## src/sv/hsv_pkg.sv

```systemverilog
// shared types and constants for the hsv to rgb converter
package hsv_pkg;

   localparam int HueWidth = 9;
   localparam int PctWidth = 10;
   localparam int ChanWidth = 8;

   // products and channel numerators on a common denominator of 60,000,000
   localparam int ProdWidth = 20;
   localparam int NumWidth = 27;
   localparam int QuotWidth = 9;

   localparam logic [HueWidth-1:0] HueMax = 9'd360;
   localparam logic [15:0] ValScale = 16'd60000;
   localparam logic [5:0] SectorDeg = 6'd60;

   // floor(255*n/6e7) = floor(floor(17*n/256)/15625), 15625 by reciprocal
   localparam int ScaledWidth = 22;
   localparam int RecipWidth = 23;
   localparam logic [RecipWidth-1:0] RecipMul = 23'd4398047;
   localparam int RecipShift = 36;
   localparam int MulWidth = ScaledWidth + RecipWidth;

   typedef struct packed {
      logic [HueWidth-1:0] hue_deg;
      logic [PctWidth-1:0] sat_permille;
      logic [PctWidth-1:0] val_permille;
   } req_type;

   typedef struct packed {
      logic [ChanWidth-1:0] red_out;
      logic [ChanWidth-1:0] green_out;
      logic [ChanWidth-1:0] blue_out;
   } rsp_type;

   typedef enum logic [2:0] {
      SEC_RED_YEL = 3'd0,
      SEC_YEL_GRN = 3'd1,
      SEC_GRN_CYN = 3'd2,
      SEC_CYN_BLU = 3'd3,
      SEC_BLU_MAG = 3'd4,
      SEC_MAG_RED = 3'd5
   } sector_type;

endpackage

```

## src/sv/hsv_to_rgb_converter.sv

```systemverilog
// hsv to rgb pixel converter, five-stage pipeline
// Converts one pixel per clock: a request taken when start is high and busy is low
// shows its rgb result on rsp_data with rsp_valid high for one cycle; the receiver
// cannot stall the pipeline and must take every result.
// The pipeline stages are saturation times value, the secondary-component
// multiply, the 17/256 prescale, the reciprocal multiply for the 15625 divide, and
// the sector routing with clamp. busy is high only while reset is asserted. A hue
// above 360 returns black; saturation or value above 1000 clamp each channel to 0..255.
module hsv_to_rgb_converter
   import hsv_pkg::*;
(
   input  logic    clock,
   input  logic    reset,
   input  logic    start,
   output logic    busy,
   input  req_type req_data,
   output logic    rsp_valid,
   output rsp_type rsp_data
);

   localparam int Depth = 5;

   logic [Depth-1:0] valid_in;
   logic [Depth-1:0] valid_ff;

   // stage 1: v*s, v*60000, hue fold and sector
   logic [ProdWidth-1:0]  prod_in, prod_ff;
   logic [NumWidth-2:0]   vscaled_in, vscaled_ff;
   logic [HueWidth-1:0]   hue_mod_in;
   logic [HueWidth-1:0]   hue_dist_in;
   logic [5:0]            tdist_in, tdist_ff;
   sector_type            sector_in;
   sector_type            sector_ff [Depth-1];
   logic [Depth-2:0]      black_ff;

   // stage 2: channel numerators
   logic [NumWidth-2:0]          prod_t_in;
   logic [NumWidth-2:0]          prod_60_in;
   logic signed [NumWidth-1:0]   num_c_ff, num_x_ff, num_z_ff;

   logic [QuotWidth-1:0] quot_c, quot_x, quot_z;
   logic [ChanWidth-1:0] chan_c, chan_x, chan_z;
   rsp_type              rsp_in;
   rsp_type              rsp_ff;

   assign busy = reset;

   assign valid_in = {valid_ff[Depth-2:0], start & ~busy};

   always_ff @(posedge clock) begin
      if (reset) begin
         valid_ff <= '0;
      end else begin
         valid_ff <= valid_in;
      end
   end

   assign prod_in    = ProdWidth'({10'd0, req_data.val_permille}
                     * {10'd0, req_data.sat_permille});
   assign vscaled_in = (NumWidth-1)'({16'd0, req_data.val_permille}
                     * {10'd0, ValScale});

   // hue mod 120 by compare and subtract, then |h mod 120 - 60|
   always_comb begin
      if (req_data.hue_deg >= 9'd240) begin
         hue_mod_in = req_data.hue_deg - 9'd240;
      end else if (req_data.hue_deg >= 9'd120) begin
         hue_mod_in = req_data.hue_deg - 9'd120;
      end else begin
         hue_mod_in = req_data.hue_deg;
      end
      if (hue_mod_in >= 9'd60) begin
         hue_dist_in = hue_mod_in - 9'd60;
      end else begin
         hue_dist_in = 9'd60 - hue_mod_in;
      end
      tdist_in = hue_dist_in[5:0];
   end

   // boundary degrees fall to the lower sector
   always_comb begin
      priority if (req_data.hue_deg <= 9'd60) begin
         sector_in = SEC_RED_YEL;
      end else if (req_data.hue_deg <= 9'd120) begin
         sector_in = SEC_YEL_GRN;
      end else if (req_data.hue_deg <= 9'd180) begin
         sector_in = SEC_GRN_CYN;
      end else if (req_data.hue_deg <= 9'd240) begin
         sector_in = SEC_CYN_BLU;
      end else if (req_data.hue_deg <= 9'd300) begin
         sector_in = SEC_BLU_MAG;
      end else begin
         sector_in = SEC_MAG_RED;
      end
   end

   always_ff @(posedge clock) begin
      prod_ff    <= prod_in;
      vscaled_ff <= vscaled_in;
      tdist_ff   <= tdist_in;
      sector_ff[0] <= sector_in;
      black_ff[0]  <= (req_data.hue_deg > HueMax);
      for (int i = 1; i < Depth-1; i++) begin
         sector_ff[i] <= sector_ff[i-1];
         black_ff[i]  <= black_ff[i-1];
      end
   end

   // numerator is 60000*v - prod*w with w = 0, t or 60
   assign prod_t_in  = (NumWidth-1)'({6'd0, prod_ff} * {20'd0, tdist_ff});
   assign prod_60_in = (NumWidth-1)'({6'd0, prod_ff} * {20'd0, SectorDeg});

   always_ff @(posedge clock) begin
      num_c_ff <= $signed({1'b0, vscaled_ff});
      num_x_ff <= $signed({1'b0, vscaled_ff}) - $signed({1'b0, prod_t_in});
      num_z_ff <= $signed({1'b0, vscaled_ff}) - $signed({1'b0, prod_60_in});
   end

   hsv_scale u_scale_c (.clock(clock), .num(num_c_ff), .quot(quot_c));
   hsv_scale u_scale_x (.clock(clock), .num(num_x_ff), .quot(quot_x));
   hsv_scale u_scale_z (.clock(clock), .num(num_z_ff), .quot(quot_z));

   assign chan_c = (quot_c > QuotWidth'(255)) ? 8'hff : quot_c[ChanWidth-1:0];
   assign chan_x = (quot_x > QuotWidth'(255)) ? 8'hff : quot_x[ChanWidth-1:0];
   assign chan_z = (quot_z > QuotWidth'(255)) ? 8'hff : quot_z[ChanWidth-1:0];

   always_comb begin
      unique case (sector_ff[Depth-2])
         SEC_RED_YEL: rsp_in = '{red_out: chan_c, green_out: chan_x, blue_out: chan_z};
         SEC_YEL_GRN: rsp_in = '{red_out: chan_x, green_out: chan_c, blue_out: chan_z};
         SEC_GRN_CYN: rsp_in = '{red_out: chan_z, green_out: chan_c, blue_out: chan_x};
         SEC_CYN_BLU: rsp_in = '{red_out: chan_z, green_out: chan_x, blue_out: chan_c};
         SEC_BLU_MAG: rsp_in = '{red_out: chan_x, green_out: chan_z, blue_out: chan_c};
         SEC_MAG_RED: rsp_in = '{red_out: chan_c, green_out: chan_z, blue_out: chan_x};
         default:     rsp_in = '0;
      endcase
      if (black_ff[Depth-2]) begin
         rsp_in = '0;
      end
   end

   always_ff @(posedge clock) begin
      rsp_ff <= rsp_in;
   end

   assign rsp_valid = valid_ff[Depth-1];
   assign rsp_data  = rsp_ff;

endmodule

```

## src/sv/hsv_scale.sv

```systemverilog
// two-stage channel scaler: floor(255*num/60e6), negative numerators give zero
module hsv_scale
   import hsv_pkg::*;
(
   input  logic                        clock,
   input  logic signed [NumWidth-1:0]  num,
   output logic [QuotWidth-1:0]        quot
);

   logic [NumWidth+3:0]    times17_in;
   logic [ScaledWidth-1:0] scaled_in;
   logic [ScaledWidth-1:0] scaled_ff;
   logic [MulWidth-1:0]    mul_in;
   logic [MulWidth-1:0]    mul_ff;

   // 17*n then drop 8 bits, n fits 26 bits when positive
   assign times17_in = {1'b0, num[NumWidth-2:0], 4'b0000}
                     + {5'b00000, num[NumWidth-2:0]};
   assign scaled_in  = num[NumWidth-1] ? '0 : times17_in[ScaledWidth+7:8];

   always_ff @(posedge clock) begin
      scaled_ff <= scaled_in;
   end

   assign mul_in = {{RecipWidth{1'b0}}, scaled_ff} * {{ScaledWidth{1'b0}}, RecipMul};

   always_ff @(posedge clock) begin
      mul_ff <= mul_in;
   end

   assign quot = mul_ff[RecipShift+QuotWidth-1:RecipShift];

endmodule

```

## config.mk

```make
export PLATFORM = sky130hd
export DESIGN_NAME = hsv_to_rgb_converter
export DESIGN_NICKNAME = d
export VERILOG_FILES = /design/src/sv/hsv_pkg.sv /design/src/sv/hsv_to_rgb_converter.sv /design/src/sv/hsv_scale.sv
export SDC_FILE = /design/constraint.sdc
export NUM_CORES = 2
export LEC_CHECK = 0
export ABC_AREA = 1
export BUFFER_PORTS_ARGS = -buffer_cell sky130_fd_sc_hd__clkbuf_2
export CAP_MARGIN = 40
export CORE_ASPECT_RATIO = 2
export CORE_UTILIZATION = 41
export CTS_BUF_LIST = sky130_fd_sc_hd__clkbuf_8
export DETAILED_ROUTE_END_ITERATION = 16
export PLACE_DENSITY_LB_ADDON = 0.15
export SETUP_SLACK_MARGIN = 0.4
export SLEW_MARGIN = 20
export SYNTH_ARGS = -nofsm -noshare
export SYNTH_HDL_FRONTEND = slang
export SYNTH_HIERARCHICAL = 1
export SYNTH_SLANG_ARGS = --single-unit
```

## constraint.sdc

```tcl
create_clock -name clock -period 5.6 [get_ports clock]
set_input_delay 1.68 -clock clock [delete_from_list [all_inputs] [get_ports clock]]
set_output_delay 1.68 -clock clock [all_outputs]
set_load 0.02 [all_outputs]
```

==> impl_metrics.json <==
{
  "status": "finished clean",
  "max_cap_violations": 0,
  "ctsRootBufferMaster": "clkbuf_8",
  "post-route-period-util_pct": 97.76,
  "met2_usage_pct": 55.40,
  "path_clk_slew_ns": 0.06,
  "cts-buffers-inserted": 43,
  "drive_above_1_share_pct": 17.76,
  "synth-main-ff-cell": "dfxtp_1",
  "async_flop_share_pct": 0,
  "io_pins": 58,
  "hpwl_microns": 160800,
  "drtAntennaViolNets": 0,
  "rsz0062_at_grt": "yes",
  "fp.dieH_microns": 516.7,
  "cp.buffers_inverters": 5,
  "gr-usage-met1_pct": 20.98,
  "dr.pass1.iters": 8,
  "cts_max_level": 2,
  "grt_first_pass_wirelength_microns": 270100,
  "setup_violations": 0,
  "viasPerCell": 4.857,
  "ys_types": 52,
  "drc": 0,
  "fin_crit_ns": 5.475,
  "max_stage_delay_ns": 0.57,
  "grt_util_met3_pct": 1.836,
  "worst_slack_ns": 0.1252,
  "synth-seq-cells": 258,
  "cp-end-kind": "register",
  "synth_top_cell_area_share_pct": 27.72,
  "core.rowCount": 188,
  "netlist_top_cells_count": "1,888 x inv_1, 1,729 x nand2_1, 907 x ha_1, 752 x fa_1, 520 x nor2_1",
  "postSynthCellCount": 7245,
  "wl_per_cell_microns": 18.77,
  "start_util_pct": 41.37,
  "wl_microns": 178300,
  "crit_chain": "fa_1, inv_2, fa_1, inv_2, fa_1, fa_1, fa_1, fa_1, inv_2, fa_1, inv_2, ha_4, buf_6, nand2_8, nor2_4, nand2_2, nor2_4, nand2_1, o21a_1, nand2_1, nand2_1, nand2_1",
  "final_nets": 9445,
  "hold_viol_final": 0,
  "cts.path.max_buffers": 3,
  "fillers": 13310,
  "max_slew.worst_pin.slew_ns": 0.7832,
  "cts.sinks": 258,
  "syn-cell-area_sq_um": 54310,
  "top_usage_layer": "met2",
  "pre_cts_slack_ns": -0.4074,
  "hp-class": "reg -> reg",
  "path_delay_family": "adder cells",
  "core-area_sq_um": 131300,
  "port_buffers": 57,
  "num_vias": 46140,
  "crit_fanout": 3,
  "grt.total_usage_pct": 26.79,
  "crit_required_ns": 6.23,
  "synth.most_common_cell": "inv_1",
  "crit_arrival_ns": 6.11,
  "gp_congestion": 0.9671,
  "drtIter0Drc": 1586,
  "final_util_pct": 48.79,
  "yosys-top-cells-area": "fa_1 28%, ha_1 21%, inv_1 13%",
  "fmax_mhz": 182.7,
  "cpMaxStageDelayCell": "fa_1",
  "critPathKind": "reg -> reg",
  "antenna_found_initial": 1,
  "finClkSkew_ns": 0.06968,
  "die_area_sq_um": 134000,
  "ys_warn_count": 6,
  "die_w_microns": 259.3,
  "grt_pass1_vias": 50160,
  "cp_common_cell": "fa_1",
  "fin_hold_ws_ns": 0.3330,
  "slew_headroom_pct": 47.72,
  "syn_area_per_cell_sq_um": 7.496,
  "slew_violations": 0,
  "syn_to_final_growth_pct": 17.91,
  "synth-edff-count": 0,
  "synth_area_leader_cell": "fa_1",
  "start_kind": "register",
  "synth-seq-area-share_pct": 9.511,
  "grt_overflow_total": 0,
  "cts_tree": "built",
  "grt_max_degree": 22,
  "clkLatencyLatePin_ns": 0.75
}
[metal layers]
metal,routed length [microns],up-vias,part of all wire [%]
li1,-,22790,-
met1,51680,21940,29
met2,102700,843,58
met3,3377,567,1.9
met4,20460,0,11
met5,0,-,0
[worst paths after layout]
kind,slack (ns),start,depth (start not counted),endpoint
setup / recovery,0.13,u_scale_z/scaled_ff[15],22,u_scale_z/mul_ff[36]
setup reg to reg,0.13,u_scale_z/scaled_ff[15],22,u_scale_z/mul_ff[36]
hold reg to reg,0.33,sector_ff[2][2],0,sector_ff[3][2]
hold / removal,0.33,sector_ff[2][2],0,sector_ff[3][2]
[state kept, by name (all words and copies together), names as in the netlist]
register,flops
u_scale_z/scaled_ff,22
vscaled_ff,21
prod_ff,20
u_scale_z/mul_ff,9
u_scale_c/mul_ff,9
num_x_ff,27
sector_ff,12
tdist_ff,6
u_scale_x/scaled_ff,22
rsp_data,24
u_scale_c/scaled_ff,22
black_ff,4
valid_ff,5
num_z_ff,25
num_c_ff,21
u_scale_x/mul_ff,9
[stage by stage]
step	area, sq um	setup TNS, ns	std cells
2_1_floorplan	54680	0	7254
3_3_place_gp	59700	-4.222	9366
3_5_place_dp	59720	-5.078	9368
4_1_cts	62250	0	9469
6_report	64030	0	9499
5_1_grt	64030	-0.1014	9498
[cells by family after synthesis]
logic type,count (synthesis),share of synthesized area (%)
simple gates,2715,20.75
buf+inv,1973,13.74
fa+ha+maj,1659,48.62
compound gates,520,5.454
flops,258,9.511
xor+xnor,119,1.919
other cells,1,0.006905
[cell usage in the layout (no fill, tap or decap), types with 34 or more instances in the layout]
cell type,count
nor2_4,49
ha_4,103
nand3_1,176
a21oi_2,38
nand4_1,44
o21ai_0,98
clkbuf_2,52
inv_2,113
xnor2_1,38
nor3_1,41
nand2_1,1583
dfxtp_1,202
xor2_1,80
buf_4,426
dfxtp_2,34
a21oi_1,243
inv_1,1798
fa_2,56
o21bai_1,37
ha_1,794
nor2_1,447
nand2_4,46
nand2_2,146
nor2_2,68
fa_1,696
clkbuf_8,53
[repair_timing]
item	4_1_cts	5_1_grt
hold buffers	0	0
buffers inserted	23	28
endpoints found under the setup margin	30	41
gates resized for setup	335	415
pin swaps	206	291
[area by class of cell]
| class | count | area (sq um) | area share (%) |
|---|---|---|---|
| clock buffer | 53 | 729.5 | 1.139 |
| clock inverter | 25 | 267.8 | 0.4181 |
| inverter | 1922 | 7251 | 11.32 |
| antenna | 2 | 5.005 | 0.007816 |
| sequential | 258 | 5290 | 8.261 |
| timing repair buffer | 506 | 3809 | 5.948 |
| tap | 1710 | 2140 | 3.341 |
| multi-input combinational | 5023 | 44540 | 69.56 |
Power is not shown: default switching activity piles up to over one toggle a cycle in this logic, so the estimate is an artifact.
